<file path="src/hw/rtl/aosl_pkg.sv">
`default_nettype none
package aosl_pkg;

  localparam int unsigned MAX_SWITCHES = 32;
  localparam int unsigned IDX_W        = $clog2(MAX_SWITCHES);
  localparam int unsigned CNT_W        = IDX_W + 1;
  localparam int unsigned MASK_W       = MAX_SWITCHES;
  localparam int unsigned PIX_W        = 12;
  localparam int unsigned COORD_W      = 22;
  localparam int unsigned PROD_W       = CNT_W + PIX_W;
  localparam int unsigned POS_W        = 20;
  localparam int unsigned CFG_IDX_W    = 3;
  localparam int unsigned TDATA_W      = 32;
  localparam int unsigned TUSER_W      = 3;

  // Register indexes of the configuration port
  typedef enum logic [CFG_IDX_W-1:0] {
    CFG_ALIGN_MODE   = 3'd0,
    CFG_SWITCH_COUNT = 3'd1,
    CFG_ORIGIN_X     = 3'd2,
    CFG_ORIGIN_Y     = 3'd3,
    CFG_AREA_WIDTH   = 3'd4,
    CFG_AREA_HEIGHT  = 3'd5,
    CFG_ICON_WIDTH   = 3'd6,
    CFG_ICON_HEIGHT  = 3'd7
  } cfg_idx_t;

  typedef enum logic [3:0] {
    S_IDLE,
    S_CRD,
    S_CCHK,
    S_ASTART,
    S_APP,
    S_ERD,
    S_EMUL,
    S_ECALC,
    S_OUT
  } aosl_state_t;

  typedef struct packed {
    logic load;       // take a new mask
    logic crd;        // read list entry for compaction
    logic keep;       // keep entry if its bit is still set
    logic app_start;  // commit compacted count, restart scan
    logic app_step;   // test one bit for a rising edge and append
    logic erd;        // read list entry for a result
    logic mul;        // form slot (plus one for right/down) times icon size
    logic out_load;   // build the result register
    logic idx_inc;    // advance to next slot
    logic idx_clr;    // rewind the walk index
  } aosl_cmd_t;

  typedef struct packed {
    logic count_zero;
    logic compact_last;
    logic scan_last;
    logic emit_last;
  } aosl_sts_t;

endpackage
`default_nettype wire

</file>
<file path="src/hw/rtl/aosl_ctrl.sv">
`default_nettype none
module aosl_ctrl (
  input  wire logic               clk,
  input  wire logic               rst_n,
  input  wire logic               in_tvalid,
  output logic                    in_tready,
  output logic                    out_tvalid,
  input  wire logic               out_tready,
  input  wire aosl_pkg::aosl_sts_t sts,
  output aosl_pkg::aosl_cmd_t     cmd
);
  import aosl_pkg::*;

  aosl_state_t state_r, state_nxt;

  always_ff @(posedge clk) begin
    if (!rst_n) begin
      state_r <= S_IDLE;
    end else begin
      state_r <= state_nxt;
    end
  end

  always_comb begin
    state_nxt = state_r;
    unique case (state_r)
      S_IDLE: begin
        if (in_tvalid) state_nxt = sts.count_zero ? S_ASTART : S_CRD;
      end
      S_CRD:    state_nxt = S_CCHK;
      S_CCHK:   state_nxt = sts.compact_last ? S_ASTART : S_CRD;
      S_ASTART: state_nxt = S_APP;
      S_APP: begin
        if (sts.scan_last) state_nxt = S_ERD;
      end
      S_ERD:    state_nxt = S_EMUL;
      S_EMUL:   state_nxt = S_ECALC;
      S_ECALC:  state_nxt = S_OUT;
      S_OUT: begin
        if (out_tready) state_nxt = sts.emit_last ? S_IDLE : S_ERD;
      end
      default:  state_nxt = S_IDLE;
    endcase
  end

  always_comb begin
    cmd        = '0;
    in_tready  = 1'b0;
    out_tvalid = 1'b0;
    unique case (state_r)
      S_IDLE: begin
        in_tready = 1'b1;
        cmd.load  = in_tvalid;
      end
      S_CRD:    cmd.crd = 1'b1;
      S_CCHK:   cmd.keep = 1'b1;
      S_ASTART: cmd.app_start = 1'b1;
      S_APP: begin
        cmd.app_step = 1'b1;
        cmd.idx_clr  = sts.scan_last;
      end
      S_ERD:    cmd.erd = 1'b1;
      S_EMUL:   cmd.mul = 1'b1;
      S_ECALC:  cmd.out_load = 1'b1;
      S_OUT: begin
        out_tvalid  = 1'b1;
        cmd.idx_inc = out_tready;
      end
      default: ;
    endcase
  end

endmodule
`default_nettype wire

</file>
<file path="src/hw/rtl/aosl_dp.sv">
`default_nettype none
module aosl_dp (
  input  wire logic                                 clk,
  input  wire logic                                 rst_n,
  input  wire logic                                 cfg_valid,
  input  wire logic [aosl_pkg::CFG_IDX_W-1:0]       cfg_index,
  input  wire logic [aosl_pkg::PIX_W-1:0]           cfg_data,
  input  wire logic [aosl_pkg::MASK_W-1:0]          in_mask,
  input  wire aosl_pkg::aosl_cmd_t                  cmd,
  output aosl_pkg::aosl_sts_t                       sts,
  output logic                                      entry_valid,
  output logic [aosl_pkg::IDX_W-1:0]                slot_position,
  output logic [aosl_pkg::IDX_W-1:0]                switch_index,
  output logic                                      axis_is_y,
  output logic signed [aosl_pkg::COORD_W-1:0]       coordinate,
  output logic                                      mask_changed,
  output logic                                      last_result
);
  import aosl_pkg::*;

  // configuration registers
  logic [1:0]              align_mode_r;
  logic [CNT_W-1:0]        switch_count_r;
  logic signed [PIX_W-1:0] origin_x_r, origin_y_r;
  logic [PIX_W-1:0]        area_width_r, area_height_r, icon_width_r, icon_height_r;

  // list state
  logic [IDX_W-1:0]  mem [MAX_SWITCHES];
  logic [IDX_W-1:0]  rd_data_r;
  logic [CNT_W-1:0]  order_count_r;
  logic [MASK_W-1:0] prev_mask_r;
  logic              prev_valid_r;

  // per-item working registers
  logic [MASK_W-1:0] mask_r, old_r;
  logic [CNT_W-1:0]  limit_r;
  logic              changed_r;
  logic [CNT_W-1:0]  idx_r, idx_nxt;
  logic [CNT_W-1:0]  kept_r;
  logic [IDX_W-1:0]  sw_r;
  logic [PROD_W-1:0] prod_r;

  // output register
  logic                      ev_r, axis_r, chg_r, last_r;
  logic [IDX_W-1:0]          slot_r, swo_r;
  logic signed [COORD_W-1:0] coord_r;

  always_ff @(posedge clk) begin
    if (!rst_n) begin
      align_mode_r   <= '0;
      switch_count_r <= CNT_W'(MAX_SWITCHES);
      origin_x_r     <= '0;
      origin_y_r     <= '0;
      area_width_r   <= PIX_W'(1);
      area_height_r  <= PIX_W'(1);
      icon_width_r   <= '0;
      icon_height_r  <= '0;
    end else if (cfg_valid) begin
      unique case (cfg_idx_t'(cfg_index))
        CFG_ALIGN_MODE:   align_mode_r   <= cfg_data[1:0];
        CFG_SWITCH_COUNT: switch_count_r <= cfg_data[CNT_W-1:0];
        CFG_ORIGIN_X:     origin_x_r     <= cfg_data;
        CFG_ORIGIN_Y:     origin_y_r     <= cfg_data;
        CFG_AREA_WIDTH:   area_width_r   <= cfg_data;
        CFG_AREA_HEIGHT:  area_height_r  <= cfg_data;
        CFG_ICON_WIDTH:   icon_width_r   <= cfg_data;
        CFG_ICON_HEIGHT:  icon_height_r  <= cfg_data;
        default: ;
      endcase
    end
  end

  // list memory: one write port, one registered read port
  logic             wr_en;
  logic [IDX_W-1:0] wr_addr, wr_data;
  logic             rising;

  assign rising = mask_r[idx_r[IDX_W-1:0]] & ~old_r[idx_r[IDX_W-1:0]] & (idx_r < limit_r);

  always_comb begin
    wr_en   = 1'b0;
    wr_addr = kept_r[IDX_W-1:0];
    wr_data = rd_data_r;
    if (cmd.keep) begin
      wr_en = mask_r[rd_data_r];
    end else if (cmd.app_step) begin
      wr_en   = rising && (order_count_r < CNT_W'(MAX_SWITCHES));
      wr_addr = order_count_r[IDX_W-1:0];
      wr_data = idx_r[IDX_W-1:0];
    end
  end

  always_ff @(posedge clk) begin
    if (wr_en) mem[wr_addr] <= wr_data;
    if (cmd.crd || cmd.erd) rd_data_r <= mem[idx_r[IDX_W-1:0]];
  end

  // control state
  always_ff @(posedge clk) begin
    if (!rst_n) begin
      order_count_r <= '0;
      prev_mask_r   <= '0;
      prev_valid_r  <= 1'b0;
      idx_r         <= '0;
      kept_r        <= '0;
    end else begin
      idx_r <= idx_nxt;
      if (cmd.load) begin
        prev_mask_r  <= in_mask;
        prev_valid_r <= 1'b1;
        kept_r       <= '0;
      end
      if (cmd.keep && mask_r[rd_data_r]) kept_r <= kept_r + 1'b1;
      if (cmd.app_start) order_count_r <= kept_r;
      if (wr_en && cmd.app_step) order_count_r <= order_count_r + 1'b1;
    end
  end

  always_comb begin
    idx_nxt = idx_r;
    if (cmd.load || cmd.app_start || cmd.idx_clr) begin
      idx_nxt = '0;
    end else if (cmd.keep || cmd.app_step || cmd.idx_inc) begin
      idx_nxt = idx_r + 1'b1;
    end
  end

  always_ff @(posedge clk) begin
    if (cmd.load) begin
      mask_r    <= in_mask;
      old_r     <= prev_mask_r;
      changed_r <= !prev_valid_r || (prev_mask_r != in_mask);
      limit_r   <= (switch_count_r > CNT_W'(MAX_SWITCHES)) ? CNT_W'(MAX_SWITCHES)
                                                           : switch_count_r;
    end
  end

  // coordinate: slot (plus one for right or down) times icon size, then offset and saturate
  logic [CNT_W-1:0]        factor;
  logic [PIX_W-1:0]        icon_sel;
  logic signed [POS_W-1:0] base, pos;
  logic [COORD_W-1:0]      coord_sat;

  assign factor   = {1'b0, idx_r[IDX_W-1:0]} + CNT_W'(align_mode_r[0]);
  assign icon_sel = align_mode_r[1] ? icon_height_r : icon_width_r;

  always_ff @(posedge clk) begin
    if (cmd.mul) begin
      prod_r <= PROD_W'(factor) * PROD_W'(icon_sel);
      sw_r   <= rd_data_r;
    end
  end

  always_comb begin
    case (align_mode_r)
      2'd0:    base = POS_W'(origin_x_r);
      2'd1:    base = POS_W'(origin_x_r) + POS_W'({1'b0, area_width_r});
      2'd2:    base = POS_W'(origin_y_r);
      default: base = POS_W'(origin_y_r) + POS_W'({1'b0, area_height_r});
    endcase
    if (align_mode_r[0]) pos = base - POS_W'(prod_r);
    else                 pos = base + POS_W'(prod_r);
    // in range when the top bits agree with the sign of an 18-bit value
    if (pos[POS_W-1:COORD_W-5] == '0 || pos[POS_W-1:COORD_W-5] == '1) begin
      coord_sat = {pos[COORD_W-5:0], 4'b0000};
    end else if (pos[POS_W-1]) begin
      coord_sat = {1'b1, {(COORD_W-1){1'b0}}};
    end else begin
      coord_sat = {1'b0, {(COORD_W-1){1'b1}}};
    end
  end

  always_ff @(posedge clk) begin
    if (cmd.out_load) begin
      ev_r    <= !sts.count_zero;
      slot_r  <= sts.count_zero ? '0 : idx_r[IDX_W-1:0];
      swo_r   <= sts.count_zero ? '0 : sw_r;
      coord_r <= sts.count_zero ? '0 : coord_sat;
      axis_r  <= align_mode_r[1];
      chg_r   <= changed_r;
      last_r  <= sts.emit_last;
    end
  end

  assign sts.count_zero   = (order_count_r == '0);
  assign sts.compact_last = (idx_r + 1'b1 == order_count_r);
  assign sts.scan_last    = (idx_r == CNT_W'(MAX_SWITCHES - 1));
  assign sts.emit_last    = (order_count_r == '0) || (idx_r + 1'b1 == order_count_r);

  assign entry_valid   = ev_r;
  assign slot_position = slot_r;
  assign switch_index  = swo_r;
  assign axis_is_y     = axis_r;
  assign coordinate    = coord_r;
  assign mask_changed  = chg_r;
  assign last_result   = last_r;

endmodule
`default_nettype wire

</file>
<file path="src/hw/rtl/activation_order_switch_layout.sv">
// Activation-order switch layout.
//
// The in_ stream carries one request per switch mask (in_tdata bit i set means
// switch i is on). The block keeps the on switches in the order they came on,
// drops entries whose bit fell, appends newly risen indices below the switch
// count in ascending order and then returns one out_ request per listed entry
// with its icon offset in 1/16-pixel units. An empty list returns one request
// with entry_valid low. out_tlast marks the final request for a mask.
// Flow: a mask is taken only while the block is idle. Work on it runs a
// compaction pass over the entries listed before (one memory read and one
// check each), a setup step, a scan over every mask bit for appends (one
// bit per cycle), then for each result a memory read, a multiply, offset
// and saturate, and presenting the result.
// The cfg_ port is always ready; write it only while the block is idle.
// Reset (rst_n low, synchronous) forgets the previous mask, empties the list
// and loads the register defaults. A stalled receiver simply holds the
// current result in the output register until out_tready rises.
`default_nettype none
module activation_order_switch_layout (
  input  wire logic                                clk,
  input  wire logic                                rst_n,
  // in_tdata: [31:0] switch_mask
  input  wire logic                                in_tvalid,
  output logic                                     in_tready,
  input  wire logic [aosl_pkg::TDATA_W-1:0]        in_tdata,
  // out_tdata: [4:0] slot_position, [9:5] switch_index, [31:10] coordinate
  // out_tuser: [0] entry_valid, [1] axis_is_y, [2] mask_changed
  output logic                                     out_tvalid,
  input  wire logic                                out_tready,
  output logic [aosl_pkg::TDATA_W-1:0]             out_tdata,
  output logic [aosl_pkg::TUSER_W-1:0]             out_tuser,
  output logic                                     out_tlast,
  // configuration write channel
  input  wire logic                                cfg_valid,
  output logic                                     cfg_ready,
  input  wire logic [aosl_pkg::CFG_IDX_W-1:0]      cfg_index,
  input  wire logic [aosl_pkg::PIX_W-1:0]          cfg_data
);
  import aosl_pkg::*;

  aosl_cmd_t cmd;
  aosl_sts_t sts;

  logic                      entry_valid, axis_is_y, mask_changed, last_result;
  logic [IDX_W-1:0]          slot_position, switch_index;
  logic signed [COORD_W-1:0] coordinate;

  // configuration writes never stall
  assign cfg_ready = 1'b1;

  aosl_ctrl u_ctrl (
    .clk        (clk),
    .rst_n      (rst_n),
    .in_tvalid  (in_tvalid),
    .in_tready  (in_tready),
    .out_tvalid (out_tvalid),
    .out_tready (out_tready),
    .sts        (sts),
    .cmd        (cmd)
  );

  aosl_dp u_dp (
    .clk           (clk),
    .rst_n         (rst_n),
    .cfg_valid     (cfg_valid),
    .cfg_index     (cfg_index),
    .cfg_data      (cfg_data),
    .in_mask       (in_tdata[MASK_W-1:0]),
    .cmd           (cmd),
    .sts           (sts),
    .entry_valid   (entry_valid),
    .slot_position (slot_position),
    .switch_index  (switch_index),
    .axis_is_y     (axis_is_y),
    .coordinate    (coordinate),
    .mask_changed  (mask_changed),
    .last_result   (last_result)
  );

  // pack the result fields, lowest field first
  assign out_tdata = {coordinate, switch_index, slot_position};
  assign out_tuser = {mask_changed, axis_is_y, entry_valid};
  assign out_tlast = last_result;

endmodule
`default_nettype wire

</file>
<file path="config.mk">
export PLATFORM = sky130hd
export DESIGN_NAME = activation_order_switch_layout
export DESIGN_NICKNAME = d
export VERILOG_FILES = /design/src/hw/rtl/aosl_pkg.sv /design/src/hw/rtl/aosl_ctrl.sv /design/src/hw/rtl/aosl_dp.sv /design/src/hw/rtl/activation_order_switch_layout.sv
export SDC_FILE = /design/constraint.sdc
export NUM_CORES = 1
export LEC_CHECK = 0
export ABC_AREA = 1
export BUFFER_PORTS_ARGS = -buffer_cell sky130_fd_sc_hd__buf_2
export CELL_PAD_IN_SITES_DETAIL_PLACEMENT = 0
export CELL_PAD_IN_SITES_GLOBAL_PLACEMENT = 1
export CORE_AREA = 2 2 210 212
export CTS_BUF_LIST = sky130_fd_sc_hd__clkbuf_4 sky130_fd_sc_hd__clkbuf_8
export CTS_CLUSTER_SIZE = 12
export DETAILED_ROUTE_END_ITERATION = 7
export DIE_AREA = 0 0 212 214
export MAX_ROUTING_LAYER = met4
export PLACE_DENSITY = 0.84
export SLEW_MARGIN = 20
export SYNTH_ARGS = -nofsm -noshare
export SYNTH_HDL_FRONTEND = slang
export SYNTH_SLANG_ARGS = --single-unit
</file>
<file path="constraint.sdc">
create_clock -name clk -period 10.5 [get_ports clk]
set_input_delay 2.1 -clock clk [delete_from_list [all_inputs] [get_ports clk]]
set_output_delay 2.1 -clock clk [all_outputs]
set_load 0.02 [all_outputs]
</file>
## Word level (Yosys, flattened, before mapping)

Memory sizes are Yosys's and may differ from the RTL's. A register that Yosys moved wholly into a read port is not among the register bits.
Index checks and enable logic that the tools add are counted.

- Eq/ne operators: 24
- $mul: 1
- Reduce and logical (&&, ||, !) cells: 31
- Div/mod/pow operators: 0
- $add $sub $neg: 8
- Magnitude comparators: 5
- Shifts and indexed selects: 0
- Multiplexer cells: 42
- Bitwise gates (word level): 4

Operators with widths:

| operator | number |
|---|---|
| case mux 20 bit (3 select lines) | 1 |
| 2-to-1 mux 22 bit | 2 |
| case mux 4 bit (9 select lines) | 1 |
| != test 32 bit | 1 |
| adder 12 x 13 -> 14 bit | 2 |
| 2-to-1 mux 6 bit | 4 |
| adder 20 x 18 -> 20 bit | 1 |
| 2-to-1 mux 20 bit | 1 |
| 2-to-1 mux 5 bit | 4 |
| subtractor 20 x 18 -> 20 bit | 1 |
| 2-to-1 mux 1 bit | 19 |
| adder 6 x 1 -> 6 bit, second input constant | 3 |
| multiplier 6 x 12 -> 18 bit | 1 |
| == test 4 x 3 -> 1 bit, second input constant | 4 |
| AND reduction 2 bit | 8 |
| binary-select mux 1 bit (select 5 bit) | 3 |
| == test 3 bit, second input constant | 5 |
| < comparator 5 x 6 -> 1 bit, second input constant | 2 |
| 2-to-1 mux 12 bit | 1 |
| 2-to-1 mux 4 bit | 3 |
| == test 4 x 2 -> 1 bit, second input constant | 2 |
| logical OR 1 bit | 8 |
| adder 5 x 1 -> 6 bit | 1 |
| == test 3 x 2 -> 1 bit, second input constant | 2 |
| 25 further kinds | 35 |

- Register bits: 265
- RAM bits: 160
- Bits in latches: 0
- ROM bits: 0
- Word-level logic and storage cells: 144
- Bits of input ports: 52
- Memories: 1
- Output and inout bits: 39

Memories:

| memory | depth | bits a word | rd ports | clocked after Yosys merged registers in | write ports | line | source |
|---|---|---|---|---|---|---|---|
| u_dp.mem | 32 | 5 | 1 | 1 | 1 | aosl_dp.sv:28 | `logic [IDX_W-1:0] mem [MAX_SWITCHES];` |

## Depth between registers and ports, before layout

Gate-level depths: netlist of the first run.

- Depth in word-level cells: 10
- Mapped depth: 29
- Gate-level depth less buffers: 28

## Hierarchy

Synthesis of the first run repeated with hierarchy kept, for this count alone.

- Cell total of the unflattened synthesis: 2586
- Area, all modules: 22962.0 µm²

By module, submodules not included:

| module | area an instance (µm²) | instances | cells an instance | seq. area each (µm²) |
|---|---|---|---|---|
| aosl_dp | 22595.4 | 1 | 2524 | 11390.9 |
| aosl_ctrl | 332.8 | 1 | 57 | 80.1 |
| activation_order_switch_layout | 33.8 | 1 | 5 | 0.0 |

## Worst setup path before layout of the first run

Ideal clock, no wire load.

- Path kind: input port to flip-flop
- From: in in_tvalid
- To: reg u_dp.changed_r, enable pin
- Path buffers: 1
- Cell stages on the path: 3
- Slack: 5.596 ns
- Setup time: 0.462 ns
- Arrival: 4.442 ns
- Required time: 10.038 ns
- Cell sequence: inv_1 nor2_2 clkbuf_1

RTL lines:

| element | line | source |
|---|---|---|
| from (decl) | activation_order_switch_layout.sv:23 | `input wire logic in_tvalid,` |
| to (signal assigned) | aosl_dp.sv:132 | `changed_r <= !prev_valid_r \|\| (prev_mask_r != in_mask);` |
| to (decl) | aosl_dp.sv:37 | `logic changed_r;` |

## Worst setup path after layout of the first run

- From: reg u_dp.idx_r[3]
- To: reg u_dp.prod_r[15], data pin

- Word-level cells in the longest chain between the ends: 2

RTL lines:

| element | line | source |
|---|---|---|
| from (decl) | aosl_dp.sv:38 | `logic [CNT_W-1:0] idx_r, idx_nxt;` |
| from (signal assigned) | aosl_dp.sv:107 | `idx_r <= idx_nxt;` |
| adder 5 x 1 -> 6 bit | aosl_dp.sv:144 | `assign factor = {1'b0, idx_r[IDX_W-1:0]} + CNT_W'(align_mode_r[0]);` |
| multiplier 6 x 12 -> 18 bit | aosl_dp.sv:149 | `prod_r <= PROD_W'(factor) * PROD_W'(icon_sel);` |
| to (signal assigned) | aosl_dp.sv:149 |  |
| to (decl) | aosl_dp.sv:41 | `logic [PROD_W-1:0] prod_r;` |

Every way passes these cells.
A chain may end at the register's enable or synchronous reset.

==> results of run 1 <==
-- report_power, final --
| group | internal, mW | total, mW | switching [mW] | leakage (nW) |
|---|---|---|---|---|
| sequential | 2.12 | 2.26 | 0.142 | 3.77 |
| combinational | 0.389 | 1.41 | 1.02 | 6.03 |
| clock | 0.859 | 1.54 | 0.681 | 0.778 |
-- layout make-up --
| cell class | instances | area share (%) |
|---|---|---|
| multi-input cells | 1747 | 39.2 |
| well taps | 585 | 2.89 |
| clock inverters | 24 | 0.844 |
| repair buffers | 105 | 2.30 |
| flip-flops and latches | 427 | 45.3 |
| clock buffers | 102 | 5.02 |
| inverters | 300 | 4.46 |
-- cells by family after synthesis --
group / count (synthesis) / share of synthesized area, %
AO/OA/AOI/OAI: 573 / 13.8
XOR/XNOR: 67 / 2.56
adder cells (fa/ha/maj): 127 / 8.36
buffers and inverters: 404 / 7.05
flip-flops: 427 / 50.0
multiplexers: 1 / 0.0436
other: 1 / 0.0163
AND/OR/NAND/NOR: 978 / 18.2
-- sequential cells by signal, indices dropped and copies added, names as in the netlist, 18 cells and up --
register / flops
u_dp.coordinate: 19
u_dp.mask_r: 32
u_dp.mem: 160
u_dp.old_r: 32
u_dp.prev_mask_r: 32
u_dp.prod_r: 18
-- cell usage after synthesis, types with 44 or more instances --
| master | instances | area, µm² |
|---|---|---|
| inv_1 | 285 | 1070 |
| dfxtp_1 | 135 | 2700 |
| edfxtp_1 | 292 | 8770 |
| o21ai_0 | 302 | 1510 |
| a21oi_1 | 136 | 681 |
| clkbuf_1 | 68 | 255 |
| nand3_1 | 85 | 425 |
| nor2_1 | 419 | 1570 |
| ha_1 | 83 | 1040 |
| xor2_1 | 50 | 438 |
| nand2_1 | 376 | 1410 |
| fa_1 | 44 | 881 |
-- routing by layer --
layer	up-vias	GRT usage (%)	part of all wire [%]	wire length [µm]
met5	-	-	0	0
met2	710	39.6	43	25800
met1	8568	40.1	47	28100
met3	88	5.85	8.2	4900
met4	0	8.26	2.2	1300
li1	8830	-	-	-
-- critical path: stages, from the launching register on --
cell and delay, ns:
dfxtp_1 0.50, nand2_1 0.09, inv_1 0.38, nand2_1 0.13, xor2_1 0.53, inv_1 0.22
nor2_1 0.18, fa_1 0.43, inv_1 0.08, fa_1 0.42, fa_1 0.49, inv_1 0.04
ha_1 0.34, a21oi_1 0.16, nand2_1 0.09, a21oi_1 0.15, o21bai_1 0.12, a21boi_0 0.28
o21ai_0 0.18, nand2_1 0.09, nand2_1 0.06, xor2_1 0.14
-- path summary, 6_finish.rpt --
path	endpoint	slack, ns
setup reg to reg	u_dp.prod_r[15]$_DFFE_PP_	5.12
hold reg to reg	u_dp.old_r[9]$_DFFE_PP_	0.43
hold / removal	u_dp.old_r[9]$_DFFE_PP_	0.43
setup / recovery	u_dp.prod_r[15]$_DFFE_PP_	5.12
-- layout by cell type, fill, tap and decap left out, types with 9 or more instances in the layout --
master,count
edfxtp_1,292
dfxtp_1,133
buf_2,89
a21oi_1,136
nand2_2,18
a31oi_1,9
xor2_1,50
inv_1,285
nand3_1,85
clkbuf_4,21
o221ai_1,17
nand4_1,19
nor3_1,11
clkbuf_8,81
o21ai_1,11
o21ai_0,297
fa_1,44
buf_4,14
nand2_1,376
o22ai_1,37
ha_1,83
or2_2,11
clkinv_1,9
nor2_1,418
inv_2,12
xnor2_1,17
o211ai_1,14
o21bai_1,9
==> load_flow_metrics.sql, run 1 <==
INSERT INTO impl_metrics (metric_group, metric, value, unit) VALUES
('run_status', 'outcome', 'finished clean', ''),
('global_routing', 'grt_max_degree', '105', ''),
('route', 'drt-vias-per-instance', '5.53', ''),
('placement', 'post-place-ws', '5.15', 'ns'),
('route', 'route.final.wire_length', '60.1', 'mm'),
('sta', 'sum_neg_setup_slack', '0', 'ns'),
('floorplan', 'floorplan.rows', '76', ''),
('clocking', 'clk-insertion-delay-late', '0.67', 'ns'),
('power', 'finalPower', '5.21', 'mW'),
('route', 'detail_route.iter0.violations', '1747', ''),
('synthesis', 'count_of_unique_library_cells_instantiated_by_yosys', '62', ''),
('sta', 'worst_clock_skew', '0.0633', 'ns'),
('floorplan', 'core_area', '0.0429', 'mm²'),
('sta', 'final-setup-viol-count', '0', ''),
('layout', 'final.fill_count', '3839', ''),
('floorplan', 'die_width', '212', 'µm'),
('global_routing', 'overflow', '0', ''),
('clocking', 'cts-htree-levels', '3', ''),
('placement', 'dp.final_hpwl', '43.0', 'mm'),
('clocking', 'post_cts.resized_instances', '0', ''),
('sta', 'minimum_clock_period_after_layout', '5.38', 'ns'),
('min_path', 'min_delay_path_depth', '0', ''),
('synthesis', 'post_synth_inst_count', '2578', ''),
('power', 'powerDensity', '206', 'mW/mm²'),
('sta', 'timing_hold_violations_final', '0', ''),
('clocking', 'clock_sinks', '427', ''),
('setup_path', 'cp.required', '10.88', 'ns'),
('global_routing', 'grt_antenna_before_repair', '0', ''),
('clocking', 'cts_root_buf', 'clkbuf_8', ''),
('sta', 'layout_worst_path_cycle_share', '51.2', '%'),
('setup_path', 'worst_setup_path_startpoint', 'u_dp.idx_r[3]$_SDFFE_PP0P_', ''),
('sta', 'grt_setup_unrepaired', 'no', ''),
('synthesis', 'post_synth_top_flop', 'edfxtp_1', ''),
('floorplan', 'die_y', '214', 'µm'),
('setup_path', 'r2r_start', 'u_dp.idx_r[3]$_SDFFE_PP0P_', ''),
('clocking', 'clock_tree.buffer_depth', '3', ''),
('synthesis', 'ys_seq_area_share', '50.0', '%'),
('sta', 'final.setup.worst_slack', '5.12', 'ns'),
('setup_path', 'crit_arrival', '5.75', 'ns'),
('placement', 'final_estimated_routing_congestion_in_global_placement', '0.974', ''),
('layout', 'n_antenna_cell', '0', ''),
('min_path', 'critical_hold_path_startpoint', 'u_dp.prev_mask_r[9]$_SDFFE_PN0P_', ''),
('setup_path', 'worstSetupEndpointType', 'flop', ''),
('route', 'post-route-drc-count', '0', ''),
('layout', 'multi_input_area', '0.00993', 'mm²'),
('sta', 'worst-slew-pin-transition', '0.996', 'ns'),
('synthesis', 'async_flop_share', '0', '%'),
('floorplan', 'die_area', '0.0454', 'mm²'),
('layout', 'final_area', '0.0253', 'mm²'),
('layout', 'postLayoutCoreUtil', '59.1', '%'),
('route', 'drt_pre_antenna_iters', '6', ''),
('synthesis', 'syn_area', '0.0230', 'mm²'),
('sta', 'slew_viol_final', '0', ''),
('setup_path', 'timing_worst_setup_path_type', 'flop to flop', ''),
('synthesis', 'mappedNetlistNets', '2757', ''),
('placement', 'post-place-cells', '3163', ''),
('placement', 'port_buffers', '89', ''),
('floorplan', 'io_pins', '91', ''),
('setup_path', 'top_fanout_value_on_the_critical_path', '14', ''),
('job', 'number_of_violations_of_the_max_capacitance_limit', '0', ''),
('clocking', 'clock_tree_from_tritoncts', 'built', ''),
('synthesis', 'ys_warn_count', '0', ''),
('clocking', 'post_cts_buffers', '0', ''),
('sta', 'clock.fmax', '186', 'MHz'),
('layout', 'finish.cell_count_without_fillers', '3290', ''),
('clocking', 'cts.reportedPaths.clkPinSlew', '0.06', 'ns'),
('power', 'vdd_ir_drop_max', '0.121', 'mV'),
('sta', 'final.hold.worst_slack', '0.432', 'ns'),
('route', 'route.antenna.remaining_nets', '0', ''),
('layout', 'flow.area_growth_from_synthesis', '10.3', '%'),
('global_routing', 'globalRouteTotalUtil', '27.8', '%');
No activity file was read; power rests on OpenSTA's default activity.
==> inputs of run 2 (changes only) <==
Settings changed: CORE_AREA 2 2 210 212 to 2 2 229 231, DIE_AREA 0 0 212 214 to 0 0 231 233, PLACE_DENSITY 0.84 to 0.75.
Clock period 10.5 ns to 4.7 ns, I/O delays scaled along.
==> run 2 against run 1 <==
Effect of this change:
- combinational power rose by 130%
- via count barely moved
- global-route usage fell by 3.7 points
- highest routed layer unchanged
- sequential power rose by 120%
- final cell count rose by 4.6%
- clock power rose by 120%
- final area rose by 2.1%
- routed wire length rose by 3.6%
- critical endpoint is now u_dp.prod_r[16]$_DFFE_PP_
==> load_flow_metrics.sql, run 2 (synthesized netlist as in run 1, its figures left out) <==
INSERT INTO impl_metrics (metric_group, metric, value, unit) VALUES
('run_status', 'outcome', 'finished clean', ''),
('sta', 'clock.fmax', '224', 'MHz'),
('route', 'drt-vias-per-instance', '5.28', ''),
('clocking', 'cts-htree-levels', '3', ''),
('sta', 'timing_hold_violations_final', '0', ''),
('sta', 'worst-slew-pin-transition', '0.998', 'ns'),
('clocking', 'clock_tree_from_tritoncts', 'built', ''),
('sta', 'final-setup-viol-count', '0', ''),
('setup_path', 'crit_arrival', '4.84', 'ns'),
('clocking', 'cts.reportedPaths.clkPinSlew', '0.06', 'ns'),
('global_routing', 'first_global_vias', '17600', ''),
('sta', 'worst_clock_skew', '0.0510', 'ns'),
('layout', 'final_layout_size_suffix_gt1_share', '13.4', '%'),
('sta', 'final.hold.worst_slack', '0.422', 'ns'),
('sta', 'minimum_clock_period_after_layout', '4.46', 'ns'),
('setup_path', 'cp.required', '5.08', 'ns'),
('floorplan', 'floorplan.rows', '83', ''),
('power', 'powerDensity', '454', 'mW/mm²'),
('sta', 'slew_headroom', '33.4', '%'),
('sta', 'grt_setup_unrepaired', 'yes', ''),
('layout', 'mostFrequentLayoutCells', 'nor2_1, nand2_1, o21ai_0', ''),
('placement', 'post-place-cells', '3304', ''),
('global_routing', 'overflow', '0', ''),
('clocking', 'clock_tree.buffer_depth', '3', ''),
('placement', 'port_buffers', '89', ''),
('layout', 'largest-register', 'u_dp.mem', ''),
('layout', 'final_area', '0.0259', 'mm²'),
('route', 'post-route-drc-count', '0', ''),
('placement', 'final_estimated_routing_congestion_in_global_placement', '0.908', ''),
('setup_path', 'timing.critical_path.from_type', 'flop', ''),
('global_routing', 'grt_max_degree', '105', ''),
('sta', 'layout_worst_path_cycle_share', '95.0', '%'),
('setup_path', 'worstSetupEndpointType', 'flop', ''),
('job', 'number_of_violations_of_the_max_capacitance_limit', '0', ''),
('clocking', 'clock_sinks', '427', ''),
('floorplan', 'die_width', '231', 'µm'),
('route', 'routed_wire_length_per_instance', '18.1', 'µm'),
('route', 'route.final.wire_length', '62.2', 'mm'),
('floorplan', 'core_area', '0.0511', 'mm²'),
('global_routing', 'globalRouteTotalUtil', '24.1', '%'),
('global_routing', 'grt_antenna_before_repair', '1', ''),
('power', 'p_leak', '10.8', 'nW'),
('layout', 'postLayoutCoreUtil', '50.6', '%'),
('placement', 'post-place-ws', '0.0583', 'ns'),
('floorplan', 'io_pins', '91', ''),
('floorplan', 'initial_utilization', '44.9', '%'),
('clocking', 'ctsHoldBuffers', '0', ''),
('floorplan', 'die_area', '0.0538', 'mm²'),
('clocking', 'clk-insertion-delay-late', '0.68', 'ns'),
('layout', 'flow.area_growth_from_synthesis', '12.7', '%'),
('route', 'route.antenna.remaining_nets', '0', ''),
('placement', 'dp.final_hpwl', '44.6', 'mm'),
('floorplan', 'die_y', '233', 'µm'),
('layout', 'largest_register_ff_count', '160', ''),
('sta', 'final.setup.worst_slack', '0.237', 'ns'),
('clocking', 'cts_root_buf', 'clkbuf_8', ''),
('sta', 'slew_viol_final', '0', ''),
('placement', 'placed_area', '0.0243', 'mm²'),
('route', 'detail_route.iter0.violations', '1419', ''),
('layout', 'final_net_count', '2882', ''),
('global_routing', 'grt_first_pass_wirelength', '98.0', 'mm'),
('clocking', 'cts-buffers-inserted', '74', ''),
('setup_path', 'timing_worst_setup_path_type', 'flop to flop', ''),
('setup_path', 'top_fanout_value_on_the_critical_path', '4', ''),
('power', 'vdd_ir_drop_max', '0.275', 'mV'),
('route', 'num_vias', '18200', ''),
('min_path', 'holdCritPathClass', 'flop to flop', ''),
('route', 'drt_pre_antenna_iters', '6', ''),
('layout', 'mostFrequentLayoutCell', 'nor2_1', ''),
('layout', 'finish.cell_count_without_fillers', '3442', '');
## run 2: critical path, cell delays in order, from the launching register on
cell and delay [ns]:
dfxtp_4 0.34, ha_1 0.21, ha_2 0.20, nand2_2 0.10
xor2_2 0.22, nand2_1 0.11, fa_1 0.51, inv_1 0.05
fa_1 0.47, inv_1 0.05, fa_1 0.48, inv_1 0.04
ha_1 0.28, nand2_1 0.06, or2_2 0.30, nand3_2 0.10
a21oi_2 0.06, o21bai_1 0.19, nand2_1 0.09, nand2_2 0.07
nand2_1 0.05, inv_1 0.06, nor2_1 0.04, nand2_1 0.05
nand2_1 0.06
## run 2: report_power, final
| part | switching, mW | internal (mW) | leakage [nW] |
|---|---|---|---|
| clock network | 1.55 | 1.91 | 0.802 |
| logic | 2.33 | 0.962 | 6.27 |
| registers | 0.274 | 4.73 | 3.77 |
| total | 4.15 | 7.60 | 10.8 |
## run 2: metal layers
layer	GRT usage (%)	vias to the layer above	part of all wire (%)
met5	-	-	0
met4	6.83	0	1.9
li1	-	8936	-
met2	35.6	556	43
met1	33.4	8601	47
met3	5.36	85	7.4
## run 2: cell type report
class,instances,area (µm²)
flip-flops and latches,427,11500
fillers,4885,25200
diodes,1,2.50
well taps,680,851
clock inverters,27,210
clock buffers,107,1300
multi-input cells,1747,9960
inverters,300,1130
repair buffers,153,938
## run 2: stage by stage
| stage | power, mW | setup TNS (ns) |
|---|---|---|
| after floorplan | 7.18 | 0 |
| after global placement | 8.29 | 0 |
| after detailed placement | 8.33 | 0 |
| after CTS | 11.8 | 0 |
| after global routing | 12.4 | -0.0559 |
| final | 11.8 | 0 |
## run 2: worst paths after layout
check	from	to	slack [ns]	depth (start not counted)
worst max-delay path	u_dp.idx_r[0]$_SDFFE_PP0P_	u_dp.prod_r[16]$_DFFE_PP_	0.24	24
worst min-delay path	u_dp.changed_r$_DFFE_PP_	u_dp.mask_changed$_DFFE_PP_	0.42	0
worst max register to register	u_dp.idx_r[0]$_SDFFE_PP0P_	u_dp.prod_r[16]$_DFFE_PP_	0.24	24
worst min register to register	u_dp.changed_r$_DFFE_PP_	u_dp.mask_changed$_DFFE_PP_	0.42	0
## run 2: repair_timing
| item | 4_1_cts | 5_1_grt |
|---|---|---|
| buffers inserted | 0 | 2 |
| gates resized for setup | 0 | 17 |
| setup endpoints to repair | 0 | 5 |
==> inputs of run 3 (changes only) <==
Settings changed: ABC_AREA 1 to 0, CORE_AREA 2 2 229 231 to 2 2 221 223, DIE_AREA 0 0 231 233 to 0 0 223 225.
==> run 3 against run 2 <==
Effect of this change:
- the flow now finishes with violations (negative setup slack)
- core utilization rose by 3.2 points
- via count fell by 19%
- first-iteration DRC count fell by 33%
- sequential cell count did not move
- critical endpoint is now u_dp.coordinate[6]$_SDFFCE_PP0P_
- register-to-register slack got worse by 0.40 ns
- sequential share of layout area rose by 0.46 points
- clock-buffer cell count did not move
- hold slack improved by 0.0026 ns
- routed wire length fell by 16%
==> load_flow_metrics.sql, run 3 <==
INSERT INTO impl_metrics (metric_group, metric, value, unit) VALUES
('setup_path', 'timing.critical_path.from_type', 'flop', ''),
('layout', 'postLayoutCoreUtil', '53.9', '%'),
('sta', 'worst-slew-pin-transition', '1.06', 'ns'),
('sta', 'worst_clock_skew', '0.0340', 'ns'),
('sta', 'final-setup-viol-count', '18', ''),
('min_path', 'holdCritPathClass', 'flop to flop', ''),
('setup_path', 'worst_r2r_path_depth', '22', ''),
('synthesis', 'synth_register_bits', '427', ''),
('route', 'route.antenna.remaining_nets', '0', ''),
('setup_path', 'r2r_start', 'u_dp.origin_x_r[0]$_SDFFE_PN0P_', ''),
('synthesis', 'syn_area', '0.0223', 'mm²'),
('run_status', 'outcome', 'complete, but fails checks', ''),
('min_path', 'critical_hold_path_startpoint', 'u_dp.changed_r$_DFFE_PP_', ''),
('sta', 'timing_hold_violations_final', '0', ''),
('global_routing', 'globalRouteTotalUtil', '22.0', '%'),
('clocking', 'clock_sinks', '427', ''),
('synthesis', 'number_of_enable_type_register_cells_in_the_synthesized_netlist', '292', ''),
('setup_path', 'crit_arrival', '5.26', 'ns'),
('floorplan', 'die_width', '223', 'µm'),
('clocking', 'cts.reportedPaths.clkPinSlew', '0.06', 'ns'),
('synthesis', 'dominant_combinational_cell_family_by_area_after_synthesis', 'simple AND/OR/NAND/NOR gates', ''),
('layout', 'final.fill_count', '4096', ''),
('clocking', 'cts-buffers-inserted', '72', ''),
('route', 'drt_pre_antenna_iters', '4', ''),
('synthesis', 'syn_avg_cell_area', '11.6', 'µm²'),
('power', 'clock_power_share', '33.4', '%'),
('floorplan', 'initial_utilization', '46.9', '%'),
('setup_path', 'timing_worst_setup_path_type', 'flop to flop', ''),
('synthesis', 'post_synth_top_flop', 'edfxtp_1', ''),
('layout', 'mostFrequentLayoutCells', 'nand2_1, edfxtp_1, dfxtp_1', ''),
('layout', 'final_net_count', '2255', ''),
('setup_path', 'ff2ff_setup_slack', '-0.16', 'ns'),
('sta', 'clock.fmax', '206', 'MHz'),
('synthesis', 'post_synth_fa_ha_maj_area_fraction', '8.62', '%'),
('power', 'p_int', '7.40', 'mW'),
('synthesis', 'ys_seq_area_share', '51.5', '%'),
('placement', 'dp.final_hpwl', '36.2', 'mm'),
('global_routing', 'grt_first_pass_wirelength', '83.3', 'mm'),
('placement', 'port_buffers', '89', ''),
('layout', 'final_layout_size_suffix_gt1_share', '22.2', '%'),
('route', 'route.final.wire_length', '52.1', 'mm'),
('synthesis', 'synth_top_area_share', '39.4', '%'),
('run_status', 'violations', 'negative setup slack', ''),
('synthesis', 'muxShareOfSynthArea', '9.43', '%'),
('synthesis', 'synth.cells.most_frequent', 'nand2_1, edfxtp_1, dfxtp_1', ''),
('clocking', 'cts_root_buf', 'clkbuf_8', ''),
('min_path', 'min_delay_path_depth', '0', ''),
('layout', 'mostFrequentLayoutCell', 'nand2_1', ''),
('layout', 'largest-register', 'u_dp.mem', ''),
('sta', 'grt_setup_unrepaired', 'yes', ''),
('clocking', 'clock_tree.buffer_depth', '3', ''),
('global_routing', 'overflow', '0', ''),
('route', 'post-route-drc-count', '0', ''),
('synthesis', 'synth_compound_gate_area_share', '9.49', '%'),
('sta', 'slew_headroom', '29.0', '%'),
('placement', 'final_estimated_routing_congestion_in_global_placement', '0.874', ''),
('layout', 'flow.area_growth_from_synthesis', '15.0', '%'),
('global_routing', 'grt_max_degree', '72', ''),
('power', 'power.switching', '3.03', 'mW'),
('sta', 'slew_viol_final', '0', ''),
('power', 'vdd_ir_drop_max', '0.341', 'mV'),
('sta', 'final.setup.worst_slack', '-0.164', 'ns'),
('floorplan', 'core_area', '0.0475', 'mm²'),
('synthesis', 'ys_warn_count', '0', ''),
('floorplan', 'floorplan.rows', '80', ''),
('synthesis', 'yosys.area_share.xor_xnor', '4.44', '%'),
('global_routing', 'grt_antenna_before_repair', '1', ''),
('power', 'sw_frac_of_total', '29.0', '%'),
('layout', 'largest_register_ff_count', '160', ''),
('power', 'p_leak', '9.58', 'nW'),
('synthesis', 'post_synth_inst_count', '1916', ''),
('route', 'detail_route.iter0.violations', '955', ''),
('route', 'drt-vias-per-instance', '5.39', ''),
('route', 'num_vias', '14800', ''),
('synthesis', 'count_of_unique_library_cells_instantiated_by_yosys', '79', ''),
('synthesis', 'synth_simple_gate_area_share', '13.0', '%'),
('setup_path', 'worst_r2r_endpoint', 'u_dp.coordinate[6]$_SDFFCE_PP0P_', ''),
('job', 'number_of_violations_of_the_max_capacitance_limit', '0', ''),
('clocking', 'cts-htree-levels', '3', ''),
('setup_path', 'cp.required', '5.10', 'ns'),
('setup_path', 'worstSetupEndpointType', 'flop', ''),
('synthesis', 'post-synth-top-count-cell', 'nand2_1', ''),
('synthesis', 'mappedNetlistNets', '2095', ''),
('sta', 'sum_neg_setup_slack', '-2.60', 'ns'),
('sta', 'minimum_clock_period_after_layout', '4.86', 'ns'),
('power', 'seq_power_share', '47.6', '%'),
('clocking', 'clk-insertion-delay-late', '0.66', 'ns'),
('setup_path', 'top_fanout_value_on_the_critical_path', '18', ''),
('synthesis', 'async_flop_share', '0', '%'),
('min_path', 'worstHoldEndpoint', 'u_dp.mask_changed$_DFFE_PP_', ''),
('global_routing', 'first_global_vias', '15200', ''),
('synthesis', 'synth.area.top_cells', 'edfxtp_1, dfxtp_1, mux4_2, nand2_1, ha_1', ''),
('power', 'powerDensity', '407', 'mW/mm²'),
('floorplan', 'die_y', '225', 'µm'),
('synthesis', 'cell_type_contributing_the_most_total_cell_area_after_synthesis', 'edfxtp_1', ''),
('floorplan', 'die_area', '0.0502', 'mm²'),
('sta', 'layout_worst_path_cycle_share', '103', '%'),
('route', 'routed_wire_length_per_instance', '19.0', 'µm'),
('power', 'share_comb_of_total_power', '19.0', '%'),
('clocking', 'clock_tree_from_tritoncts', 'built', ''),
('placement', 'post-place-ws', '-0.428', 'ns'),
('floorplan', 'io_pins', '91', '');
==> run 3: cell types whose count changed after synthesis, moves of 53 or more <==
cell,delta
mux4_2,+75
nor2_1,-306
a21boi_0,+68
inv_1,-193
nand3_1,-58
a21oi_1,-53
o21ai_0,-279
xnor2_1,+67
==> run 3: worst max path at each step <==
| stage | startpoint | slack (ns) | endpoint |
|---|---|---|---|
| final | u_dp.origin_x_r[0]$_SDFFE_PN0P_ | -0.16 | u_dp.coordinate[6]$_SDFFCE_PP0P_ |
| after global routing | u_dp.area_width_r[0]$_SDFFE_PN1P_ | -0.41 | u_dp.coordinate[16]$_SDFFCE_PP0P_ |
| after CTS | u_dp.area_width_r[0]$_SDFFE_PN1P_ | -0.22 | u_dp.coordinate[11]$_SDFFCE_PP0P_ |
| after detailed placement | u_dp.area_width_r[0]$_SDFFE_PN1P_ | -0.43 | u_dp.coordinate[2]$_SDFFCE_PP0P_ |
| after global placement | u_dp.area_width_r[0]$_SDFFE_PN1P_ | -0.34 | u_dp.coordinate[2]$_SDFFCE_PP0P_ |
| after floorplan | u_dp.idx_r[0]$_SDFFE_PP0P_ | 0.009 | u_dp.prod_r[17]$_DFFE_PP_ |
==> run 3: repair_timing <==
action	4_1_cts	5_1_grt
hold buffers	0	0
pin swaps	24	14
buffers inserted	6	3
gates cloned	2	0
endpoints found under the setup margin	20	24
resized for setup	20	20
==> run 3: critical path, stage by stage (launching register included) <==
cell and delay, ns:
dfxtp_2 0.34, ha_4 0.16, fa_2 0.35, a21o_1 0.18, a21oi_2 0.13, nor2b_1 0.06
o21a_1 0.18, o211ai_1 0.23, nand2b_1 0.12, a211oi_2 0.19, nor2_1 0.06, mux4_2 0.52
ha_4 0.30, and4_4 0.24, and3_4 0.18, a211o_1 0.12, a211oi_2 0.06, o41a_1 0.46
xnor2_2 0.17, a21oi_2 0.16, nor3_4 0.07, buf_12 0.17, a21o_1 0.16
==> run 3: cell families (layout without fill, tap and decap cells) <==
kind of cell / Yosys count / in the layout
AND/OR/NAND/NOR: 634 / 634
adder cells (fa/ha/maj): 127 / 127
buffers and inverters: 189 / 404
AO/OA/AOI/OAI: 311 / 311
multiplexers: 114 / 114
XOR/XNOR: 113 / 113
flip-flops: 427 / 427
other: 1 / 3
==> run 3: power by group through the flow <==
| stage | Combinational [mW] | Clock (mW) | Sequential [mW] |
|---|---|---|---|
| after global routing | 2.18 | 3.72 | 5.01 |
| after floorplan | 1.41 | 0 | 4.94 |
| after detailed placement | 1.98 | 0 | 5.04 |
| final | 1.98 | 3.48 | 4.96 |
| after global placement | 1.95 | 0 | 5.02 |
| after CTS | 2.02 | 3.57 | 4.96 |
==> run 3: final cells by class <==
| cell class | instances | area [µm²] | share of cell area (%) |
|---|---|---|---|
| diodes | 2 | 5.00 | 0.0195 |
| clock buffers | 107 | 1290 | 5.04 |
| inverters | 96 | 362 | 1.41 |
| clock inverters | 22 | 238 | 0.928 |
| well taps | 615 | 769 | 3.00 |
| repair buffers | 179 | 1160 | 4.55 |
| flip-flops and latches | 427 | 11500 | 44.8 |
| multi-input cells | 1300 | 10300 | 40.2 |
==> run 3: metal layers <==
| layer | up-vias | GRT usage [%] | part of all wire [%] |
|---|---|---|---|
| met5 | - | - | 0 |
| met4 | 0 | 8.75 | 3.4 |
| met3 | 109 | 3.17 | 4.0 |
| met2 | 335 | 37.6 | 50 |
| met1 | 7206 | 26.5 | 42 |
| li1 | 7155 | - | - |
==> run 3: per-stage QoR <==
step | cells | instance area (µm²) | hold slack [ns] | power [mW]
CTS | 2745 | 25500 | 0.422 | 10.5
detailed placement | 2608 | 23800 | 0.408 | 7.02
floorplan | 1916 | 22400 | 0.400 | 6.35
finish | 2748 | 25600 | 0.425 | 10.4
global route | 2747 | 25600 | 0.443 | 10.9
global placement | 2608 | 23800 | 0.404 | 6.97
